$ cat src/design/tsc_pkg.sv
// shared types and constants for the threshold sparsifier
package tsc_pkg;
    localparam int unsigned COL_W   = 16;
    localparam int unsigned CNT_W   = 17;
    localparam int unsigned TOT_W   = 48;
    localparam logic [CNT_W-1:0] MAX_COLUMNS = 17'h10000;
    localparam logic [CNT_W-1:0] COUNT_MAX = '1;
    localparam logic [TOT_W-1:0] TOTAL_MAX = '1;
    localparam logic [0:0] CFG_THRESHOLD  = 1'b0;
    localparam logic [0:0] CFG_ROW_LENGTH = 1'b1;
    localparam logic KIND_COLUMN = 1'b0;
    localparam logic KIND_ROW    = 1'b1;

    typedef struct packed {
        logic [31:0] sample_bits;
        logic        first_of_matrix;
    } t_in;

    typedef struct packed {
        logic             kind;
        logic [COL_W-1:0] column_index;
        logic [TOT_W-1:0] row_offset;
        logic [CNT_W-1:0] row_count;
        logic             last;
    } t_out;

    // ieee a >= b on float32 bit patterns, false on nan
    function automatic logic f_ge(input logic [31:0] a, input logic [31:0] b);
        logic a_nan;
        logic b_nan;
        logic r;
        a_nan = (a[30:23] == 8'hff) && (a[22:0] != '0);
        b_nan = (b[30:23] == 8'hff) && (b[22:0] != '0);
        if (a_nan || b_nan) begin
            r = 1'b0;
        end else if ((a[30:0] == '0) && (b[30:0] == '0)) begin
            r = 1'b1;
        end else if (a[31] != b[31]) begin
            r = b[31];
        end else if (!a[31]) begin
            r = (a[30:0] >= b[30:0]);
        end else begin
            r = (a[30:0] <= b[30:0]);
        end
        return r;
    endfunction
endpackage

$ cat src/design/threshold_sparsify_to_csr_top.sv
// top level of the threshold sparsifier, dense float32 rows to csr indices
// usage:
//   input channel i_valid / o_stall carries one dense element per request,
//   with a flag that starts a new matrix and clears column and totals.
//   output channel o_valid / i_stall carries column requests for kept
//   elements and a row-end request carrying the new offset and row count.
//   an element causes zero, one or two output requests; last marks the final.
//   latency: an element's first output appears the cycle after acceptance.
//   throughput: one element per cycle while each yields at most one output
//   and i_stall stays low; an element yielding two outputs holds the input
//   until the single output register has taken its second request.
//   stall: a full output stage with i_stall high raises o_stall at once; the
//   second pending output waits in a one-entry holding register.
//   reset: synchronous, active low; threshold +0.0, row length 1, counters
//   and totals zero, no output pending. configuration: i_cfg_we,
//   i_cfg_index, i_cfg_data: user must write only when idle; not enforced.
module threshold_sparsify_to_csr_top (
    input  logic              i_clk,
    input  logic              i_rst_n,
    input  logic              i_valid,
    output logic              o_stall,
    input  tsc_pkg::t_in      i_data,
    output logic              o_valid,
    input  logic              i_stall,
    output tsc_pkg::t_out     o_data,
    input  logic              i_cfg_we,
    input  logic [0:0]        i_cfg_index,
    input  logic [31:0]       i_cfg_data
);
    import tsc_pkg::*;

    logic [31:0]      r_thr;
    logic [CNT_W-1:0] r_len;
    logic [COL_W-1:0] r_col, n_col;
    logic [CNT_W-1:0] r_kept, n_kept;
    logic [TOT_W-1:0] r_tot, n_tot;
    logic             r_ov, n_ov;
    t_out             r_out, n_out;
    logic             r_hv, n_hv;
    t_out             r_hold, n_hold;

    logic             acc;
    logic             keep;
    logic             row_end;
    logic [CNT_W-1:0] eff_m1;
    logic [COL_W-1:0] col0;
    logic [CNT_W-1:0] kept0, kept1;
    logic [TOT_W-1:0] tot0, sum;
    logic             out_free;
    t_out             res_a, res_b;

    assign out_free = !r_ov || !i_stall;
    assign o_stall  = r_hv || !out_free;
    assign acc      = i_valid && !o_stall;
    assign o_valid  = r_ov;
    assign o_data   = r_out;

    always_comb begin
        priority if (r_len == '0) begin
            eff_m1 = '0;
        end else if (r_len > MAX_COLUMNS) begin
            eff_m1 = MAX_COLUMNS - 17'd1;
        end else begin
            eff_m1 = r_len - 17'd1;
        end
        col0  = i_data.first_of_matrix ? '0 : r_col;
        kept0 = i_data.first_of_matrix ? '0 : r_kept;
        tot0  = i_data.first_of_matrix ? '0 : r_tot;
        keep  = f_ge({1'b0, i_data.sample_bits[30:0]}, r_thr);
        kept1 = (keep && kept0 != COUNT_MAX) ? kept0 + 17'd1 : kept0;
        row_end = ({1'b0, col0} >= eff_m1);
        sum = tot0 + {{(TOT_W-CNT_W){1'b0}}, kept1};
        if (sum < tot0) begin
            sum = TOTAL_MAX;
        end
        res_a = '{kind: KIND_COLUMN, column_index: col0, row_offset: '0,
                  row_count: '0, last: !row_end};
        res_b = '{kind: KIND_ROW, column_index: '0, row_offset: sum,
                  row_count: kept1, last: 1'b1};

        n_col = r_col; n_kept = r_kept; n_tot = r_tot;
        n_ov = r_ov; n_out = r_out; n_hv = r_hv; n_hold = r_hold;
        if (out_free) begin
            n_ov = 1'b0;
            if (r_hv) begin
                n_ov = 1'b1; n_out = r_hold; n_hv = 1'b0;
            end
        end
        if (acc) begin
            n_col  = row_end ? '0 : col0 + 16'd1;
            n_kept = row_end ? '0 : kept1;
            n_tot  = row_end ? sum : tot0;
            if (keep) begin
                n_ov = 1'b1; n_out = res_a;
                if (row_end) begin
                    n_hv = 1'b1; n_hold = res_b;
                end
            end else if (row_end) begin
                n_ov = 1'b1; n_out = res_b;
            end
        end
    end

    always_ff @(posedge i_clk) begin
        if (!i_rst_n) begin
            r_thr <= '0; r_len <= 17'd1;
            r_col <= '0; r_kept <= '0; r_tot <= '0;
            r_ov <= 1'b0; r_hv <= 1'b0;
        end else begin
            if (i_cfg_we) begin
                unique case (i_cfg_index)
                    CFG_THRESHOLD:  r_thr <= i_cfg_data;
                    CFG_ROW_LENGTH: r_len <= i_cfg_data[CNT_W-1:0];
                    default: ;
                endcase
            end
            r_col <= n_col; r_kept <= n_kept; r_tot <= n_tot;
            r_ov <= n_ov; r_hv <= n_hv;
        end
        r_out  <= n_out;
        r_hold <= n_hold;
    end
endmodule

$ cat config.mk
export PLATFORM = sky130hd
export DESIGN_NAME = threshold_sparsify_to_csr_top
export DESIGN_NICKNAME = d
export VERILOG_FILES = /design/src/design/tsc_pkg.sv /design/src/design/threshold_sparsify_to_csr_top.sv
export SDC_FILE = /design/constraint.sdc
export NUM_CORES = 1
export LEC_CHECK = 0
export ABC_AREA = 1
export BUFFER_PORTS_ARGS = -buffer_cell sky130_fd_sc_hd__buf_4
export CORE_MARGIN = 2
export CORE_UTILIZATION = 43
export DETAILED_ROUTE_END_ITERATION = 12
export GPL_TIMING_DRIVEN = 1
export PLACE_DENSITY = 0.72
export SYNTH_ARGS = -nofsm -noshare
export SYNTH_HDL_FRONTEND = slang
export SYNTH_SLANG_ARGS = --single-unit
$ cat constraint.sdc
create_clock -name i_clk -period 9.9 [get_ports i_clk]
set_input_delay 0.99 -clock i_clk [delete_from_list [all_inputs] [get_ports i_clk]]
set_output_delay 0.99 -clock i_clk [all_outputs]
set_load 0.05 [all_outputs]
==> results.sh, run 1 <==
export IMPL_synth_xor_area_frac=0.03110
export IMPL_yosys_top_cells_count="718 x nand2_1, 266 x inv_1, 215 x dfxtp_1, 209 x nor2_1, 181 x a21oi_1"
export IMPL_cp_common_cell="nand2_1"
export IMPL_synth_fa_ha_area_frac=0.07109
export IMPL_rows=73
export IMPL_cp_num_buf_inv=7
export IMPL_num_vias=15782
export IMPL_dp_cells=3016
export IMPL_antenna_found_initial=0
export IMPL_holdCritPathClass="reg -> reg"
export IMPL_n_antenna_cell=0
export IMPL_max_freq_ghz=0.1189
export IMPL_clk_pin_slew_ns=0.06
export IMPL_final_setup_tns_ns=0
export IMPL_clock_skew_final_ns=0.03370
export IMPL_core_area_mm2=0.03955
export IMPL_setup_viol=0
export IMPL_drt_first_pass_iters=5
export IMPL_synth_cell_types=52
export IMPL_synth_compound_area_frac=0.1141
export IMPL_synth_largest_area_cell="dfxtp_1"
export IMPL_arrival_ns=8.86
export IMPL_pwr_share_comb=0.098
export IMPL_power_density_mw_per_mm2=135.2
export IMPL_fp_dieH_um=203.9
export IMPL_power_total_uw=2686
export IMPL_dieArea_mm2=0.04157
export IMPL_synth_ff_type="dfxtp_1"
export IMPL_synth_top_area_frac=0.2505
export IMPL_finalNetCount=2692
export IMPL_layout_drive_gt1_share=0.1506
export IMPL_grt_usage=0.2222
export IMPL_ctsResizeCount=0
export IMPL_p_int_uw=1992
export IMPL_die_x_um=203.9
export IMPL_dp_slack_ns=1.038
export IMPL_detail_route_iter0_violations=983
export IMPL_min_period_ns=8.409
export IMPL_synth_async_sr_flop_share=0
export IMPL_ir_worst_vdd_v=0.0001003
export IMPL_start_util=0.4344
export IMPL_globalplace_congestion=0.9421
export IMPL_cts_buffers=31
export IMPL_synth_most_common_cell="nand2_1"
export IMPL_numPortBuffers=154
export IMPL_switching_share=0.2586
export IMPL_holdBufCountCts=0
export IMPL_setup_worst_path_end_class="flip-flop"
export IMPL_avgRoutedWirePerCell_um=15.21
export IMPL_cts_tree="built"
export IMPL_synth_area_mm2=0.01718
export IMPL_avgSynthCellArea_um2=7.131
export IMPL_grt_max_degree=68
export IMPL_ios=156
export IMPL_crit_path_max_fanout=36
export IMPL_slew_viol_final=0
export IMPL_yosysWarnings=0
export IMPL_grt_pass1_vias=15158
export IMPL_cts_buffer_depth=3
export IMPL_gr_total_overflow=0
export IMPL_antenna_left=0
export IMPL_synth_top_family_by_area="simple AND/OR/NAND/NOR gates"
export IMPL_yosysSeqAreaShare=0.3642
export IMPL_ys_top_cells_by_area="dfxtp_1 25%, nand2_1 16%, edfxtp_1 11%, ha_1 7.0%, inv_1 5.8%"
export IMPL_synth_nets=2577
export IMPL_fin_ws_ns=1.491
export IMPL_grt_pass1_wl_um=75400
export IMPL_clockPowerShare=0.454
export IMPL_finalNonFillerCells=3074
export IMPL_htreeDepth=1
export IMPL_status="finished, final reports clean"
export IMPL_rsz0062_at_grt="false"
export IMPL_path_class="in -> reg"
export IMPL_period_share=0.8494
export IMPL_yosys_area_share_simple=0.2929
export IMPL_cts_sinks=280
export IMPL_p_sw_uw=694.6
export IMPL_fillers=3835
export IMPL_post_cts_setup_buffers=0
export IMPL_cp_top_family="simple AND/OR/NAND/NOR gates"
export IMPL_dp_hpwl_um=33540
export IMPL_muxShareOfSynthArea=0.04130
export IMPL_regToRegSetupSlack_ns=1.84
export IMPL_cts_root_buf="clkbuf_16"
export IMPL_syn_to_final_growth_pct=15.64
export IMPL_slew_headroom=0.3482
export IMPL_syn_instance_count=2409
export IMPL_seqPwrFrac=0.448
export IMPL_p_leak_uw=0.009325
export IMPL_drc_errors=0
export IMPL_maxCapViolations=0
export IMPL_worstSetupStartpointType="input port"
export IMPL_drt_wl_total_um=46740
export IMPL_hold_viol_final=0
export IMPL_crit_required_ns=10.35
export IMPL_vias_per_cell=5.134
export IMPL_synth_edf_count=65
export IMPL_slowest_stage="nand2_2"
export IMPL_ys_seq_elements=280
export IMPL_slowest_delay_ns=0.58
export IMPL_clk_latency_ns=0.59
export IMPL_tightest_slew_ns=0.9777
registers in the layout (all words and copies together) (netlist names):
register / cells
o_data: 83
r_hold: 65
r_tot: 48
r_thr: 32
r_kept: 17
r_len: 17
r_col: 16
o_valid: 1
r_hv: 1
path summary, 6_finish.rpt:
kind / from / end / depth (start not counted)
setup / recovery: i_data[0] / o_data[64] / 46
hold / removal: r_thr[15] / r_thr[15] / 2
setup reg to reg: r_kept[0] / o_data[64] / 46
hold reg to reg: r_thr[15] / r_thr[15] / 2
area by class of cell:
cell class / instances / area, um^2 / share of cell area
Clock buffer: 36 / 804.5 / 0.04050
Sequential cell: 280 / 6256 / 0.3149
Multi-Input combinational cell: 1754 / 9507 / 0.4786
Timing Repair Buffer: 174 / 1306 / 0.06576
Inverter: 283 / 1067 / 0.05373
Clock inverter: 22 / 267.8 / 0.01348
Tap cell: 525 / 656.9 / 0.03307
logic make-up after synthesis:
logic type | after synthesis
buffers and inverters | 375
AO/OA/AOI/OAI | 372
XOR/XNOR | 61
multiplexers | 65
adder cells (fa/ha/maj) | 97
flip-flops | 280
AND/OR/NAND/NOR | 1159
placed cells by master, fill, tap and decap left out, types with 4 or more instances in the layout:
| master | n |
|---|---|
| mux2_2 | 47 |
| nor2_2 | 9 |
| inv_1 | 265 |
| a21oi_1 | 181 |
| mux2i_1 | 18 |
| nor2_4 | 4 |
| clkinv_1 | 6 |
| o21ai_0 | 144 |
| o21ai_1 | 5 |
| dfxtp_1 | 215 |
| nand3_2 | 12 |
| inv_6 | 4 |
| nand2_2 | 34 |
| clkinv_4 | 5 |
| clkbuf_1 | 4 |
| clkbuf_16 | 31 |
| bufinv_16 | 5 |
| nand4_1 | 33 |
| nand2_4 | 21 |
| nand3b_1 | 5 |
| xnor2_1 | 21 |
| or2_2 | 4 |
| inv_2 | 11 |
| nor4_1 | 11 |
| o22ai_1 | 15 |
| buf_4 | 174 |
| ha_1 | 96 |
| nand3_1 | 67 |
| clkinv_2 | 8 |
| nor3_1 | 27 |
| nor2_1 | 206 |
| xor2_1 | 40 |
| edfxtp_1 | 65 |
| o31ai_1 | 5 |
| nand2_1 | 716 |
metal layers:
metal / GRT usage / wire, um / up-vias
li1: - / - / 8047
met3: 0.03348 / 2927 / 62
met5: 0 / 0 / -
met2: 0.3981 / 22360 / 421
met1: 0.2767 / 20410 / 7252
met4: 0.05970 / 1048 / 0
through the flow:
stage	utilization	instance area [um^2]	hold WS [ns]
2_1_floorplan	-	17180	0.4365
3_3_place_gp	0.4752	18790	0.4501
3_5_place_dp	0.4752	18790	0.4549
4_1_cts	0.5023	19870	0.4631
5_1_grt	0.5023	19870	0.4741
6_report	0.5023	19870	0.4634
power by group through the flow:
stage	sequential, uW	combinational [uW]	clock [uW]
3_5_place_dp	1230	261	0
6_report	1200	262	1220
4_1_cts	1200	262	1240
5_1_grt	1210	294	1290
2_1_floorplan	1230	165	0
3_3_place_gp	1230	252	0
worst reg2reg max path: cells and delay by family, from the launching register on:
family | cells | cell delay, ns
AND/OR/NAND/NOR | 26 | 3.68
adder cells (fa/ha/maj) | 5 | 1.54
AO/OA/AOI/OAI | 6 | 0.96
buffers and inverters | 7 | 0.92
flip-flops | 1 | 0.36
XOR/XNOR | 2 | 0.49
Power figures use the tool's default switching activity.
==> run 2: changes to the inputs <==
==> constraint.sdc (replaced) <==
create_clock -name i_clk -period 8.65 [get_ports i_clk]
set_input_delay 0.865 -clock i_clk [delete_from_list [all_inputs] [get_ports i_clk]]
set_output_delay 0.865 -clock i_clk [all_outputs]
set_load 0.05 [all_outputs]
==> results.sh, run 2 (same netlist as run 1, synthesis figures left out) <==
export IMPL_cts_buffer_depth=3
export IMPL_path_class="in -> reg"
export IMPL_use_met1=0.2865
export IMPL_setup_viol=0
export IMPL_numPortBuffers=154
export IMPL_crit_path_max_fanout=31
export IMPL_clock_skew_final_ns=0.01459
export IMPL_seqPwrFrac=0.453
export IMPL_cts_buffers=31
export IMPL_cts_sinks=280
export IMPL_core_area_mm2=0.03955
export IMPL_syn_to_final_growth_pct=15.58
export IMPL_final_common_cell="nand2_1"
export IMPL_tightest_slew_ns=1.009
export IMPL_grt_max_degree=75
export IMPL_detail_route_iter0_violations=1038
export IMPL_post_cts_setup_buffers=0
export IMPL_clk_pin_slew_ns=0.06
export IMPL_vias_per_cell=5.168
export IMPL_drt_first_pass_iters=5
export IMPL_avgRoutedWirePerCell_um=15.46
export IMPL_dp_cells=3016
export IMPL_grt_usage=0.2277
export IMPL_power_density_mw_per_mm2=153.0
export IMPL_ios=156
export IMPL_globalplace_congestion=0.9238
export IMPL_switching_share=0.2572
export IMPL_antenna_left=0
export IMPL_use_met2=0.3974
export IMPL_min_period_ns=7.705
export IMPL_use_met3=0.03045
export IMPL_arrival_ns=8.16
export IMPL_dieArea_mm2=0.04157
export IMPL_finalNetCount=2692
export IMPL_slowest_stage="ha_1"
export IMPL_cp_top_family="simple AND/OR/NAND/NOR gates"
export IMPL_slowest_delay_ns=0.41
export IMPL_setup_worst_path_end_class="flip-flop"
export IMPL_gr_total_overflow=0
export IMPL_cts_root_buf="clkbuf_16"
export IMPL_holdBufCountCts=0
export IMPL_busiest_layer="met2"
export IMPL_p_leak_uw=0.009320
export IMPL_status="finished, final reports clean"
export IMPL_drc_errors=0
export IMPL_ir_worst_vdd_v=0.0001300
export IMPL_mostFrequentLayoutCells="716 x nand2_1, 265 x inv_1, 215 x dfxtp_1"
export IMPL_n_antenna_cell=0
export IMPL_period_share=0.8908
export IMPL_largest_reg_flops=83
export IMPL_grt_pass1_vias=15538
export IMPL_finalNonFillerCells=3073
export IMPL_drt_wl_total_um=47500
export IMPL_cts_tree="built"
export IMPL_layout_drive_gt1_share=0.1495
export IMPL_rows=73
export IMPL_cp_common_cell="nand2_1"
export IMPL_hold_viol_final=0
export IMPL_clk_latency_ns=0.57
export IMPL_dp_hpwl_um=34330
export IMPL_htreeDepth=1
export IMPL_p_sw_uw=781.2
export IMPL_pwr_share_comb=0.100
export IMPL_p_int_uw=2257
export IMPL_antenna_found_initial=0
export IMPL_final_setup_tns_ns=0
export IMPL_slew_headroom=0.3246
export IMPL_ctsResizeCount=0
export IMPL_worstSetupStartpointType="input port"
export IMPL_holdCritPathClass="reg -> reg"
export IMPL_maxCapViolations=0
export IMPL_crit_required_ns=9.10
export IMPL_num_vias=15880
export IMPL_clockPowerShare=0.446
export IMPL_grt_pass1_wl_um=77410
export IMPL_max_freq_ghz=0.1298
export IMPL_rsz0062_at_grt="false"
export IMPL_fp_dieH_um=203.9
export IMPL_start_util=0.4344
export IMPL_cp_num_buf_inv=8
export IMPL_die_x_um=203.9
export IMPL_slew_viol_final=0
==> run 2: cell count changes in the layout (fill, tap and decap cells not counted) <==
cell and change:
clkinv_4 -4, buf_12 +2, buf_4 -2, clkbuf_1 +2, clkinvlp_4 +2, inv_6 -2
bufinv_16 -1, clkbuf_8 +1, inv_8 +1
==> run 2: power groups by stage <==
stage          registers, uW  clock network [uW]  logic (uW)
2_1_floorplan           1410                   0         189
3_3_place_gp            1400                   0         292
3_5_place_dp            1410                   0         301
4_1_cts                 1380                1380         303
5_1_grt                 1380                1440         339
6_report                1380                1360         305
==> run 2: final cells by class <==
type / instances / area, um^2
sequential: 280 / 6256
clock inverter: 18 / 211.5
timing repair buffer: 174 / 1331
clock buffer: 39 / 825.8
multi-input combinational: 1754 / 9507
fill: 3753 / 19690
inverter: 283 / 1067
tap: 525 / 656.9
==> run 2: worst paths after layout <==
kind | start | to | slack (ns) | cells past startpoint
worst min-delay path | r_kept[6] | r_kept[6] | 0.47 | 2
worst max-delay path | i_data[0] | o_data[56] | 0.94 | 47
worst min register to register | r_kept[6] | r_kept[6] | 0.47 | 2
worst max register to register | r_kept[0] | o_data[56] | 1.17 | 47
==> run 2: worst reg2reg max path: cells and delay by family (launching register included) <==
| family | cells | cell delay, ns |
|---|---|---|
| AND/OR/NAND/NOR | 27 | 3.62 |
| adder cells (fa/ha/maj) | 4 | 1.24 |
| buffers and inverters | 8 | 1.00 |
| AO/OA/AOI/OAI | 6 | 0.87 |
| flip-flops | 1 | 0.37 |
| XOR/XNOR | 2 | 0.30 |
==> run 2: layer usage <==
| metal | routed length [um] | share of wire | vias up |
|---|---|---|---|
| met1 | 20930 | 0.44 | 7335 |
| met3 | 2618 | 0.055 | 89 |
| met4 | 1588 | 0.033 | 0 |
| met5 | 0 | 0 | - |
| met2 | 22360 | 0.47 | 426 |
| li1 | - | - | 8030 |
==> run 2: stage by stage <==
| step | utilization | power (uW) | hold WS, ns | instance area (um^2) | setup slack [ns] |
|---|---|---|---|---|---|
| 2_1_floorplan | - | 1600 | 0.4365 | 17180 | 1.166 |
| 3_3_place_gp | 0.4758 | 1696 | 0.4507 | 18820 | 0.7347 |
| 3_5_place_dp | 0.4758 | 1706 | 0.4534 | 18820 | 0.5084 |
| 4_1_cts | 0.5020 | 3063 | 0.4620 | 19860 | 1.096 |
| 5_1_grt | 0.5020 | 3158 | 0.4797 | 19860 | 0.2891 |
| 6_report | 0.5020 | 3038 | 0.4664 | 19860 | 0.9450 |
==> run 3: changes to the inputs <==
==> constraint.sdc (replaced) <==
create_clock -name i_clk -period 8.65 [get_ports i_clk]
set_input_delay 1.2975 -clock i_clk [delete_from_list [all_inputs] [get_ports i_clk]]
set_output_delay 1.2975 -clock i_clk [all_outputs]
set_load 0.05 [all_outputs]
==> results.sh, run 3 (same netlist as run 1, synthesis figures left out) <==
export IMPL_clock_skew_final_ns=0.01844
export IMPL_multiInputGateArea_mm2=0.009499
export IMPL_clk_latency_ns=0.58
export IMPL_crit_required_ns=9.11
export IMPL_p_int_uw=2265
export IMPL_register_area_mm2=0.006256
export IMPL_setup_worst_path_end_class="flip-flop"
export IMPL_ios=156
export IMPL_cp_num_buf_inv=9
export IMPL_dp_hpwl_um=34580
export IMPL_cp_top_family="simple AND/OR/NAND/NOR gates"
export IMPL_cts_buffer_depth=3
export IMPL_start_util=0.4344
export IMPL_pwr_share_comb=0.100
export IMPL_min_period_ns=7.642
export IMPL_antenna_left=0
export IMPL_n_antenna_cell=0
export IMPL_largest_reg_flops=83
export IMPL_drt_wl_total_um=47470
export IMPL_clk_pin_slew_ns=0.06
export IMPL_power_density_mw_per_mm2=151.7
export IMPL_dieArea_mm2=0.04157
export IMPL_detail_route_iter0_violations=966
export IMPL_gr_total_overflow=0
export IMPL_slowest_stage="nor4b_1"
export IMPL_arrival_ns=8.11
export IMPL_slowest_delay_ns=0.38
export IMPL_setup_viol=0
export IMPL_hold_viol_final=0
export IMPL_clockPowerShare=0.447
export IMPL_slew_viol_final=0
export IMPL_cts_buffers=31
export IMPL_maxCapViolations=0
export IMPL_ctsResizeCount=0
export IMPL_final_common_cell="nand2_1"
export IMPL_globalplace_congestion=0.9636
export IMPL_finalNetCount=2716
export IMPL_cts_root_buf="clkbuf_16"
export IMPL_p_leak_uw=0.009422
export IMPL_grt_max_degree=74
export IMPL_rsz0062_at_grt="false"
export IMPL_drt_first_pass_iters=5
export IMPL_syn_to_final_growth_pct=16.64
export IMPL_switching_share=0.2550
export IMPL_dp_cells=3040
export IMPL_slew_headroom=0.4479
export IMPL_final_setup_tns_ns=0
export IMPL_avgRoutedWirePerCell_um=15.33
export IMPL_holdCritPathClass="reg -> reg"
export IMPL_core_area_mm2=0.03955
export IMPL_dpl_instance_area_mm2=0.01900
export IMPL_grt_usage=0.2279
export IMPL_die_x_um=203.9
export IMPL_rows=73
export IMPL_cts_tree="built"
export IMPL_worstSetupStartpointType="input port"
export IMPL_fp_dieH_um=203.9
export IMPL_ir_worst_vdd_v=0.0001199
export IMPL_crit_path_max_fanout=37
export IMPL_layout_drive_gt1_share=0.1555
export IMPL_grt_pass1_wl_um=77780
export IMPL_max_freq_ghz=0.1309
export IMPL_num_vias=15949
export IMPL_antenna_found_initial=1
export IMPL_htreeDepth=1
export IMPL_finish_instance_area_mm2=0.02004
export IMPL_cts_sinks=280
export IMPL_finalNonFillerCells=3097
export IMPL_fillers=3822
export IMPL_tightest_slew_ns=0.8262
export IMPL_period_share=0.8835
export IMPL_cp_common_cell="nand2_1"
export IMPL_drc_errors=0
export IMPL_post_cts_setup_buffers=0
export IMPL_p_sw_uw=775.3
export IMPL_mostFrequentLayoutCells="716 x nand2_1, 265 x inv_1, 215 x dfxtp_1"
export IMPL_vias_per_cell=5.150
export IMPL_grt_pass1_vias=15787
export IMPL_status="finished, final reports clean"
export IMPL_seqPwrFrac=0.453
export IMPL_holdBufCountCts=0
export IMPL_numPortBuffers=154
export IMPL_path_class="in -> reg"
run 3: cell types whose count changed in the layout (fill, tap and decap cells not counted), sizes merged:
cell,delta
clkinvlp,+1
clkbuf,-3
buf,+24
clkinv,+1
bufinv,+1
run 3: worst paths after layout:
kind,depth (start not counted),endpoint,slack [ns],from
max,48,o_data[31],1.01,i_data[0]
min,2,r_thr[15],0.47,r_thr[15]
max reg2reg,48,o_data[31],1.68,r_kept[0]
min reg2reg,2,r_thr[15],0.47,r_thr[15]
run 3: area by class of cell:
type / count / area share
clock inverters: 21 / 0.01199
well taps: 525 / 0.03278
inverters: 283 / 0.05326
multi-input cells: 1754 / 0.4741
repair buffers: 198 / 0.07605
clock buffers: 36 / 0.03965
flip-flops and latches: 280 / 0.3122
run 3: metrics by stage:
stage          power [uW]    util  hold WS [ns]  setup slack [ns]
6_report             3040  0.5067        0.4658             1.008
4_1_cts              3062  0.5067        0.4648             1.116
3_5_place_dp         1706  0.4805        0.4569            0.5608
3_3_place_gp         1697  0.4805        0.4504            0.6081
2_1_floorplan        1600       -        0.4365            0.7333
5_1_grt              3160  0.5067        0.4878            0.2088
run 3: worst reg2reg max path, delay by kind of cell (launching register included):
family,cells,cell delay (ns)
flops,1,0.36
xor+xnor,2,0.31
fa+ha+maj,4,1.10
compound gates,6,0.77
buf+inv,9,0.93
simple gates,27,3.40
run 3: power by group through the flow:
stage	clock (uW)	combinational (uW)	sequential, uW
2_1_floorplan	0	189	1410
3_3_place_gp	0	292	1400
3_5_place_dp	0	301	1410
4_1_cts	1380	303	1380
5_1_grt	1440	340	1380
6_report	1360	304	1380
run 3: per-layer routing:
metal	global-route usage	wire length (um)	up-vias
met2	0.3943	22440	457
met1	0.2821	20410	7317
li1	-	-	8082
met5	0	14	-
met4	0.08759	1499	2
met3	0.03922	3099	91
